[config.mk]
export PLATFORM = sky130hd
export DESIGN_NAME = diagonal_latin_square_checker_top
export DESIGN_NICKNAME = d
export VERILOG_FILES = /design/src/design/dlsc_pkg.sv /design/src/design/diagonal_latin_square_checker_top.sv /design/src/design/dlsc_core.sv
export SDC_FILE = /design/constraint.sdc
export NUM_CORES = 1
export LEC_CHECK = 0
export BUFFER_PORTS_ARGS = -buffer_cell sky130_fd_sc_hd__buf_2
export CAP_MARGIN = 20
export CORE_ASPECT_RATIO = 1.1
export CORE_MARGIN = 2
export CORE_UTILIZATION = 50
export DETAILED_ROUTE_END_ITERATION = 8
export GPL_ROUTABILITY_DRIVEN = 0
export HOLD_SLACK_MARGIN = 0.08
export PLACE_DENSITY = 0.73
export SYNTH_ARGS = -nofsm -noshare
export SYNTH_HDL_FRONTEND = slang
export SYNTH_SLANG_ARGS = --single-unit
[constraint.sdc]
create_clock -name i_clk -period 7.8 [get_ports i_clk]
set_input_delay 0 -clock i_clk [delete_from_list [all_inputs] [get_ports i_clk]]
set_output_delay 0 -clock i_clk [all_outputs]
set_load 0.005 [all_outputs]
[src/design/dlsc_pkg.sv]
// Shared types and constants for the diagonal Latin square checker.
`default_nettype none

package dlsc_pkg;

    localparam int ORDER_W = 4;
    localparam int COORD_W = 4;
    localparam int SYM_W   = 4;
    localparam int PROD_W  = 2 * COORD_W;
    localparam int COUNT_W = 10;

    localparam logic [ORDER_W-1:0] ORDER_RESET = 4'd10;
    localparam logic [COUNT_W-1:0] COUNT_SAT   = 10'd1023;

    localparam int IN_TDATA_W  = 16;
    localparam int OUT_TDATA_W = 8;

    typedef struct packed {
        logic               last_cell;
        logic [SYM_W-1:0]   symbol;
        logic [COORD_W-1:0] col_index;
        logic [COORD_W-1:0] row_index;
    } t_cell;

    typedef struct packed {
        logic diagonal_ok;
        logic latin_ok;
    } t_result;

endpackage

`default_nettype wire

[src/design/diagonal_latin_square_checker_top.sv]
// Top level of the diagonal Latin square checker: stream ports, order register, pipeline.
`default_nettype none

// Cells of one square arrive on the slave stream in row-major order, one cell
// per transaction, the final cell flagged by s_axis_tlast. Each cell is taken
// into an input register, checked from there against per-row, per-column and
// diagonal symbol bitmaps, and on the final cell one result transaction
// carries latin_ok and diagonal_ok; the bitmaps are then cleared for the
// next square. One cell is taken every cycle except while a last cell waits
// on a full output register; other cells keep flowing while a result is held.
// The bitmap test-and-set for a cell completes while the cell sits in its
// input register, and the next cell reads the bitmaps that cell just wrote.
// A last cell passes through the input register, and its result through the
// result register, to the master stream. Write the order only while no
// square is in flight; a value of zero or above MAX_ORDER fails every square.
module diagonal_latin_square_checker_top #(
    parameter int MAX_ORDER = 10
) (
    input  wire                                 i_clk,
    input  wire                                 i_rst_n,
    // configuration: order of the square
    input  wire                                 i_cfg_we,
    input  wire [dlsc_pkg::ORDER_W-1:0]         i_cfg_wdata,
    // cell stream
    input  wire                                 s_axis_tvalid,
    output logic                                s_axis_tready,
    // [3:0] row_index, [7:4] col_index, [11:8] symbol, [15:12] zero
    input  wire [dlsc_pkg::IN_TDATA_W-1:0]      s_axis_tdata,
    input  wire                                 s_axis_tlast,   // last_cell
    // result stream
    output logic                                m_axis_tvalid,
    input  wire                                 m_axis_tready,
    // [0] latin_ok, [1] diagonal_ok, [7:2] zero
    output logic [dlsc_pkg::OUT_TDATA_W-1:0]    m_axis_tdata
);

    logic [dlsc_pkg::ORDER_W-1:0] r_order;

    // input register
    logic              r_in_valid;
    dlsc_pkg::t_cell   r_in_cell;

    // result register
    logic              r_out_valid;
    dlsc_pkg::t_result r_out;

    dlsc_pkg::t_result core_result;
    logic              adv;
    logic              out_free;

    // a last cell needs a free result slot; other cells always advance
    assign out_free      = !r_out_valid || m_axis_tready;
    assign adv           = r_in_valid && (!r_in_cell.last_cell || out_free);
    assign s_axis_tready = !r_in_valid || adv;

    always_ff @(posedge i_clk) begin
        if (!i_rst_n) begin
            r_order <= dlsc_pkg::ORDER_RESET;
        end else if (i_cfg_we) begin
            r_order <= i_cfg_wdata;
        end
    end

    // hold the cell until the check stage takes it
    always_ff @(posedge i_clk) begin
        if (!i_rst_n) begin
            r_in_valid <= 1'b0;
        end else if (s_axis_tready) begin
            r_in_valid <= s_axis_tvalid;
        end
    end

    always_ff @(posedge i_clk) begin
        if (s_axis_tready && s_axis_tvalid) begin
            r_in_cell.row_index <= s_axis_tdata[3:0];
            r_in_cell.col_index <= s_axis_tdata[7:4];
            r_in_cell.symbol    <= s_axis_tdata[11:8];
            r_in_cell.last_cell <= s_axis_tlast;
        end
    end

    dlsc_core #(
        .MAX_ORDER (MAX_ORDER)
    ) u_core (
        .i_clk    (i_clk),
        .i_rst_n  (i_rst_n),
        .i_order  (r_order),
        .i_adv    (adv),
        .i_cell   (r_in_cell),
        .o_result (core_result)
    );

    // load a result on a last cell, drop it once the sink takes it
    always_ff @(posedge i_clk) begin
        if (!i_rst_n) begin
            r_out_valid <= 1'b0;
        end else if (adv && r_in_cell.last_cell) begin
            r_out_valid <= 1'b1;
        end else if (m_axis_tready) begin
            r_out_valid <= 1'b0;
        end
    end

    always_ff @(posedge i_clk) begin
        if (adv && r_in_cell.last_cell) begin
            r_out <= core_result;
        end
    end

    assign m_axis_tvalid = r_out_valid;
    assign m_axis_tdata  = {{(dlsc_pkg::OUT_TDATA_W-2){1'b0}},
                            r_out.diagonal_ok, r_out.latin_ok};

endmodule

`default_nettype wire

[src/design/dlsc_core.sv]
// Bitmap state and per-cell checks of the diagonal Latin square checker.
`default_nettype none

module dlsc_core #(
    parameter int MAX_ORDER = 10
) (
    input  wire                          i_clk,
    input  wire                          i_rst_n,
    input  wire [dlsc_pkg::ORDER_W-1:0]  i_order,
    input  wire                          i_adv,
    input  wire dlsc_pkg::t_cell         i_cell,
    output dlsc_pkg::t_result            o_result
);

    localparam int IDX_W = $clog2(MAX_ORDER);
    localparam int MAXC_W = dlsc_pkg::ORDER_W + 1;
    localparam logic [MAXC_W-1:0] MAX_ORDER_C = MAXC_W'(MAX_ORDER);

    logic [MAX_ORDER-1:0] r_row_seen [MAX_ORDER];
    logic [MAX_ORDER-1:0] r_col_seen [MAX_ORDER];
    logic [MAX_ORDER-1:0] r_diag_seen;
    logic [MAX_ORDER-1:0] r_anti_seen;
    logic                 r_latin_fail;
    logic                 r_diag_fail;
    logic [dlsc_pkg::COUNT_W-1:0] r_count;

    logic                           n_latin_fail;
    logic                           n_diag_fail;
    logic [dlsc_pkg::COUNT_W-1:0]   n_count;

    logic [dlsc_pkg::PROD_W-1:0]    nn;
    logic [dlsc_pkg::PROD_W-1:0]    rn;
    logic [dlsc_pkg::PROD_W:0]      pos;
    logic                           order_bad;
    logic                           pos_ok;
    logic                           take;
    logic [IDX_W-1:0]               ri;
    logic [IDX_W-1:0]               ci;
    logic [IDX_W-1:0]               si;
    logic [MAX_ORDER-1:0]           sym_bit;
    logic                           on_diag;
    logic                           on_anti;
    logic                           row_dup;
    logic                           col_dup;
    logic                           diag_dup;
    logic                           anti_dup;
    logic                           latin_bad;

    always_comb begin
        order_bad = (i_order == '0) || ({1'b0, i_order} > MAX_ORDER_C);
        nn  = {{dlsc_pkg::ORDER_W{1'b0}}, i_order} * {{dlsc_pkg::ORDER_W{1'b0}}, i_order};
        rn  = {{dlsc_pkg::ORDER_W{1'b0}}, i_cell.row_index}
            * {{dlsc_pkg::ORDER_W{1'b0}}, i_order};
        pos = {1'b0, rn} + {{(dlsc_pkg::PROD_W+1-dlsc_pkg::COORD_W){1'b0}}, i_cell.col_index};
        // row*order + col equals the count exactly when (row, col) is the
        // next row-major position, given col < order and count < order^2
        pos_ok = (r_count < dlsc_pkg::COUNT_W'(nn))
              && (i_cell.col_index < i_order)
              && (dlsc_pkg::COUNT_W'(pos) == r_count);
        take = !order_bad && pos_ok && (i_cell.symbol < i_order);

        ri = i_cell.row_index[IDX_W-1:0];
        ci = i_cell.col_index[IDX_W-1:0];
        si = i_cell.symbol[IDX_W-1:0];
        sym_bit = {{(MAX_ORDER-1){1'b0}}, 1'b1} << si;

        on_diag = (i_cell.row_index == i_cell.col_index);
        on_anti = ({1'b0, i_cell.row_index} + {1'b0, i_cell.col_index})
               == ({1'b0, i_order} - 5'd1);

        row_dup  = take && ((r_row_seen[ri] & sym_bit) != '0);
        col_dup  = take && ((r_col_seen[ci] & sym_bit) != '0);
        diag_dup = take && on_diag && ((r_diag_seen & sym_bit) != '0);
        anti_dup = take && on_anti && ((r_anti_seen & sym_bit) != '0);

        n_latin_fail = r_latin_fail || !take || row_dup || col_dup;
        n_diag_fail  = r_diag_fail || diag_dup || anti_dup;
        n_count      = (r_count == dlsc_pkg::COUNT_SAT) ? r_count
                                                        : r_count + dlsc_pkg::COUNT_W'(1);

        latin_bad = n_latin_fail || order_bad || (n_count != dlsc_pkg::COUNT_W'(nn));
        o_result.latin_ok    = !latin_bad;
        o_result.diagonal_ok = !latin_bad && !n_diag_fail;
    end

    always_ff @(posedge i_clk) begin
        if (!i_rst_n || (i_adv && i_cell.last_cell)) begin
            for (int k = 0; k < MAX_ORDER; k++) begin
                r_row_seen[k] <= '0;
                r_col_seen[k] <= '0;
            end
            r_diag_seen  <= '0;
            r_anti_seen  <= '0;
            r_latin_fail <= 1'b0;
            r_diag_fail  <= 1'b0;
            r_count      <= '0;
        end else if (i_adv) begin
            if (take) begin
                r_row_seen[ri] <= r_row_seen[ri] | sym_bit;
                r_col_seen[ci] <= r_col_seen[ci] | sym_bit;
                if (on_diag) begin
                    r_diag_seen <= r_diag_seen | sym_bit;
                end
                if (on_anti) begin
                    r_anti_seen <= r_anti_seen | sym_bit;
                end
            end
            r_latin_fail <= n_latin_fail;
            r_diag_fail  <= n_diag_fail;
            r_count      <= n_count;
        end
    end

endmodule

`default_nettype wire
Word-level counts from Yosys, hierarchy flattened
Memories as Yosys holds them, arrays and structs flattened. A register that Yosys moved wholly into a read port is not among the register bits.
Index checks and enable logic that the tools add are counted.
{"block": "op_classes", "n_bitwise": 8, "reduce_logical": 44, "add_sub_neg": 4, "multipliers": 2, "n_eq_ne": 5, "n_mux": 17, "order_cmp": 4, "shifts": 1}
{"cell": "bitwise AND 10 bit", "n": 4}
{"cell": "bitwise OR 10 bit", "n": 4}
{"cell": "nonzero test 10 bit", "n": 4}
{"cell": "2-to-1 mux 10 bit", "n": 3}
{"cell": "OR reduction 10 bit", "n": 2}
{"cell": "multiplier 4 x 4 -> 8 bit", "n": 2}
{"cell": "2-to-1 mux 4 bit", "n": 4}
{"cell": "logical AND 1 bit", "n": 14}
{"cell": "logical OR 1 bit", "n": 12}
{"cell": "adder 10 x 1 -> 10 bit (second input constant)", "n": 1}
{"cell": "equality test 10 bit (second input constant)", "n": 1}
{"cell": "equality test 9 x 10 -> 1 bit", "n": 1}
{"cell": "less-than comparator 10 x 8 -> 1 bit", "n": 1}
{"cell": "2-to-1 mux 1 bit", "n": 10}
{"cell": "!= test 10 x 8 -> 1 bit", "n": 1}
{"cell": "<< shifter 1 x 4 -> 10 bit (first input constant)", "n": 1}
{"cell": "adder 8 x 4 -> 9 bit", "n": 1}
{"cell": "zero test 1 bit", "n": 8}
{"cell": "less-than comparator 4 bit", "n": 2}
{"cell": "AND reduction 3 bit", "n": 2}
{"cell": "adder 4 x 4 -> 5 bit", "n": 1}
{"cell": "equality test 5 bit", "n": 1}
{"cell": "subtractor 4 x 1 -> 5 bit (second input constant)", "n": 1}
{"cell": "equality test 4 bit", "n": 1}
{"cell": "3 further kinds", "n": 3}
{"block": "word_totals", "out_inout_bits": 10, "mem_count": 2, "ramBits": 200, "input_bits": 26, "reg_bits": 53}
{"name": "u_core.r_col_seen", "depth": 10, "word_bits": 10, "rd": 1, "rd_ports_with_merged_regs": 1, "write_ports": 10, "line_no": "dlsc_core.sv:20", "source": "logic [MAX_ORDER-1:0] r_col_seen [MAX_ORDER];"}
{"name": "u_core.r_row_seen", "depth": 10, "word_bits": 10, "rd": 1, "rd_ports_with_merged_regs": 1, "write_ports": 10, "line_no": "dlsc_core.sv:19", "source": "logic [MAX_ORDER-1:0] r_row_seen [MAX_ORDER];"}

Logic depth before layout (Yosys ltp)
{"block": "logic_depth", "depth_word": 14, "mapped_depth": 18}

Hierarchy
Synthesis repeated with hierarchy kept, for this count alone.
{"block": "hier_totals", "cells_unflattened": 1307, "hier_area_um2": 17494.3}
{"mod": "dlsc_core", "area_each_um2": 16729.8, "cells_each": 1260, "instances": 1, "seq_area_each_um2": 10249.8}
{"mod": "diagonal_latin_square_checker_top", "area_each_um2": 764.5, "cells_each": 47, "instances": 1, "seq_area_each_um2": 570.5}

Worst setup path before layout
Ideal clock, no wire load.
{"block": "synth_timing", "kind": "register -> register", "startpoint": "register r_in_cell[1] (netlist name)", "endpoint": "memory u_core.r_row_seen[9][0] (enable)", "path_slack_ps": 2349, "arrival_ps": 5044, "period_less_slack_ps": 5451, "stages_incl_launch_ff": 15, "setup_time_ps": 407, "cell_sequence": "edfxtp_1 clkbuf_1 nand2_1 fa_1 fa_1 inv_1 fa_1 ha_1 o21ai_0 o21a_1 nor3_1 or4_1 nor3_1 nand2_1 o41ai_1"}
{"element": "start, declared", "line_no": "diagonal_latin_square_checker_top.sv:41", "source": "dlsc_pkg::t_cell r_in_cell;"}
{"element": "end, declared", "line_no": "dlsc_core.sv:19"}

==> impl_metrics.env <==
export IMPL_cts_clk_slew_worst_paths_ps=60
export IMPL_port_buffer_count=25
export IMPL_drt_pre_antenna_iters=8
export IMPL_clock_fmax_mhz=162
export IMPL_comb_power_share_pct=9.2
export IMPL_setup_viol=0
export IMPL_grt_antenna_before_repair=0
export IMPL_grt_start_max_net_pins=62
export IMPL_ctsHtreeMaxLevel=2
export IMPL_clock_latency_on_the_worst_skew_pair_ps=540
export IMPL_min_delay_worst_endpoint="r_in_cell[8]"
export IMPL_synthToLayoutAreaGrowth_pct=11.9
export IMPL_setup_worst_path_end_class="flop"
export IMPL_initial_core_util_pct=50.9
export IMPL_fp_row_count=72
export IMPL_worst_ep_arrival_time_ps=6360
export IMPL_floorplan_core_area_sq_um=35200
export IMPL_leakagePower_nw=7.34
export IMPL_sequential_cell_area_sq_um=11000
export IMPL_holdCritPathClass="input port to flop"
export IMPL_reg2reg_to="u_core.r_col_seen[5][5]"
export IMPL_post_cts_resized_instances=0
export IMPL_n_antenna_cell=0
export IMPL_hold_path_depth=2
export IMPL_first_drt_iteration_drcs=1240
export IMPL_number_of_buffers_inserted_during_clock_tree_synthesis=39
export IMPL_yosys_register_bits=381
export IMPL_grt_first_pass_wirelength_mm=65.1
export IMPL_detail_route_wirelength_mm=41.5
export IMPL_regToRegSetupSlack_ps=1630
export IMPL_final_hold_worst_slack_ps=198
export IMPL_layout_min_cycle_time_ps=6170
export IMPL_cts_sinks=381
export IMPL_hold_buffers=28
export IMPL_number_of_vias_per_cell=5.92
export IMPL_power_density_nw_per_um2=224
export IMPL_holdCritStartpoint="s_axis_tdata[8]"
export IMPL_synth_yosys_seq_area_share_pct=61.3
export IMPL_timing_final_hold_violations=0
export IMPL_clkPwrFrac_pct=39.4
export IMPL_detail_route_wl_per_cell_microns=21.7
export IMPL_seq_power_share_pct=51.3
export IMPL_netlist_cell_type_count=65
export IMPL_start_kind="flop"
export IMPL_timing_reg2reg_worst_path_depth=14
export IMPL_first_global_vias=11284
export IMPL_peakVddDrop_mv=0.199
export IMPL_total_of_max_cap_violations=0
export IMPL_count_of_yosys_warnings_during_synthesis=0
export IMPL_period_share_pct=79.1
export IMPL_avgSynthCellArea_sq_um=13.3
export IMPL_cts_root_buffer="sky130_fd_sc_hd__clkbuf_16"
export IMPL_async_reset_ff_share_pct=0
export IMPL_timing_slew_headroom_pct=46.1
export IMPL_dp_hpwl_mm=27.5
export IMPL_clock_skew_final_ps=20.7
export IMPL_layout_nets=1475
export IMPL_grt_ovfl_total=0
export IMPL_reg2reg_from="r_in_cell[1]"
export IMPL_criticalPathCategory="flop to flop"
export IMPL_cts_path_max_buffers=3
export IMPL_cts_repair_timing_setup_buffer_count=0
export IMPL_synthesis_instances=1347
export IMPL_rsz0062_at_grt="false"
export IMPL_intPower_mw=3.46
export IMPL_swShare_pct=23.0
export IMPL_worst_pin_slew_ps=807
export IMPL_fill_cells=2731
export IMPL_design_die_area_sq_um=37400
export IMPL_drc=0
export IMPL_total_area_of_multi_input_combinational_cells_sq_um=6430
export IMPL_crit_path_max_fanout=34
export IMPL_die_y_microns=203
export IMPL_synth_cell_area_sq_um=17900
export IMPL_floorplan_die_width_microns=185
export IMPL_vias=11293
export IMPL_p_sw_mw=1.04
export IMPL_final_max_slew_viol_count=0
export IMPL_tritoncts="yes"
export IMPL_outcome="completed"
export IMPL_cp_required_ps=7990
export IMPL_top_level_ports=36
export IMPL_ant_nets=0
export IMPL_synth_edf_count=335
export IMPL_finalCoreUtilization_pct=56.9
export IMPL_share_of_final_layout_standard_cells_stronger_than_drive_strength_1_pct=15.8
export IMPL_dominantRegCellSynth="sky130_fd_sc_hd__edfxtp_1"
export IMPL_global_route_usage_total_pct=22.9
export IMPL_finalSetupTns_ps=0
[registers in the layout, indices dropped and copies added, names as in the netlist, named ones only]
name	count
u_core.r_col_seen	160
m_axis_tdata	2
u_core.r_latin_fail	1
u_core.r_diag_fail	1
r_in_cell	13
m_axis_tvalid	1
u_core.r_row_seen	160
u_core.r_count	10
u_core.r_anti_seen	10
r_in_valid	1
r_order	4
u_core.r_diag_seen	10
[cells by family after synthesis]
family / after synthesis / synth area share [%]
other: 1 / 0.0209
buffers and inverters: 122 / 3.07
XOR/XNOR: 36 / 1.76
adder cells (fa/ha/maj): 51 / 3.94
flip-flops: 381 / 61.3
AO/OA/AOI/OAI: 130 / 4.95
multiplexers: 110 / 11.4
AND/OR/NAND/NOR: 516 / 13.6
[power groups by stage]
stage | sequential, mW | clock, mW | combinational (mW)
floorplan | 2.32 | 0 | 0.316
global placement | 2.35 | 0 | 0.388
detailed placement | 2.35 | 0 | 0.395
CTS | 2.31 | 1.80 | 0.410
global route | 2.31 | 1.88 | 0.448
finish | 2.31 | 1.77 | 0.415
[worst max-delay path by stage]
stage | cells past startpoint | to | startpoint | slack [ps]
after global placement | 14 | u_core.r_col_seen[5][4] | r_in_cell[2] | 1800
after floorplan | 14 | u_core.r_row_seen[9][0] | r_in_cell[1] | 2350
after detailed placement | 14 | u_core.r_col_seen[5][0] | r_in_cell[2] | 1730
final | 14 | u_core.r_col_seen[5][5] | r_in_cell[1] | 1630
after global routing | 14 | u_core.r_col_seen[5][9] | r_in_cell[2] | 1250
after CTS | 14 | u_core.r_col_seen[3][0] | r_in_cell[2] | 1680
[stage by stage]
stage | total power, mW | area, sq um | setup WS (ps) | std cells
detailed placement | 2.75 | 18500 | 1730 | 1808
global route | 4.64 | 20100 | 1250 | 1909
global placement | 2.73 | 18500 | 1800 | 1808
CTS | 4.52 | 20000 | 1680 | 1907
floorplan | 2.64 | 17900 | 2350 | 1352
finish | 4.49 | 20100 | 1630 | 1909
[area by class of cell]
type                    count  area share [%]
flip-flops and latches    381            54.8
multi-input cells         849            32.1
clock buffers              55            5.27
repair buffers             86            3.36
well taps                 481            3.00
clock inverters            16           0.799
inverters                  41           0.767
[critical path, stage by stage (launching register included)]
cell and delay (ps):
sky130_fd_sc_hd__edfxtp_1 730, sky130_fd_sc_hd__nand2_1 170, sky130_fd_sc_hd__fa_1 510, sky130_fd_sc_hd__fa_1 550, sky130_fd_sc_hd__inv_1 60, sky130_fd_sc_hd__fa_1 460, sky130_fd_sc_hd__ha_1 250, sky130_fd_sc_hd__a211oi_1 260
sky130_fd_sc_hd__o21a_1 220, sky130_fd_sc_hd__nor3_1 70, sky130_fd_sc_hd__or4_1 610, sky130_fd_sc_hd__nor4_4 400, sky130_fd_sc_hd__buf_4 490, sky130_fd_sc_hd__nand3_1 460, sky130_fd_sc_hd__nand2_1 560
[synthesized netlist by cell type, drive strengths merged (3+ instances only)]
| library cell | number | share of area (%) |
|---|---|---|
| nand4 | 11 | 0.38 |
| o211ai | 6 | 0.28 |
| o21ai | 21 | 0.59 |
| a41oi | 3 | 0.15 |
| and2 | 24 | 0.84 |
| and3 | 11 | 0.38 |
| clkbuf | 34 | 0.71 |
| inv | 39 | 0.82 |
| mux4 | 74 | 9.3 |
| nand2 | 81 | 1.7 |
| a22oi | 20 | 0.84 |
| a211oi | 3 | 0.13 |
| xnor2 | 28 | 1.4 |
| o21a | 4 | 0.17 |
| a221oi | 9 | 0.44 |
| nand2b | 7 | 0.24 |
| xor2 | 8 | 0.39 |
| nor3 | 32 | 0.89 |
| or4b | 3 | 0.17 |
| buf | 47 | 1.5 |
| nor2 | 244 | 5.1 |
| dfxtp | 46 | 5.1 |
| ha | 42 | 2.9 |
| nand3 | 65 | 2.3 |
| mux2 | 12 | 0.75 |
| edfxtp | 335 | 56 |
| nor4b | 3 | 0.18 |
| nor2b | 18 | 0.63 |
| mux2i | 24 | 1.3 |
| a21o | 5 | 0.21 |
| fa | 9 | 1.0 |
| a31oi | 19 | 0.66 |
| nor4 | 9 | 0.40 |
| a21oi | 22 | 0.61 |
[routing by layer]
metal	GRT usage (%)	wire length, microns	vias to the layer above
met2	38.2	20600	444
li1	-	-	5116
met1	31.4	17000	5645
met3	3.17	2740	88
met5	0	0	-
met4	7.06	1200	0
[layout by cell type, fill, tap and decap left out, types with 12 or more instances in the layout]
master,count
sky130_fd_sc_hd__dlygate4sd3_1,28
sky130_fd_sc_hd__ha_1,42
sky130_fd_sc_hd__buf_4,32
sky130_fd_sc_hd__clkbuf_1,14
sky130_fd_sc_hd__mux2i_1,24
sky130_fd_sc_hd__nor2_1,244
sky130_fd_sc_hd__nor2b_1,18
sky130_fd_sc_hd__buf_2,25
sky130_fd_sc_hd__a22oi_1,20
sky130_fd_sc_hd__nand3_1,47
sky130_fd_sc_hd__nand3_2,18
sky130_fd_sc_hd__a21oi_1,22
sky130_fd_sc_hd__clkbuf_16,39
sky130_fd_sc_hd__o21ai_0,21
sky130_fd_sc_hd__and2_1,23
sky130_fd_sc_hd__nor3_1,32
sky130_fd_sc_hd__dfxtp_1,44
sky130_fd_sc_hd__xnor2_1,28
sky130_fd_sc_hd__edfxtp_1,335
sky130_fd_sc_hd__mux2_2,12
sky130_fd_sc_hd__nand2_1,80
sky130_fd_sc_hd__mux4_2,74
sky130_fd_sc_hd__inv_1,38
sky130_fd_sc_hd__a31oi_1,19
Power figures use the tool's default switching activity.
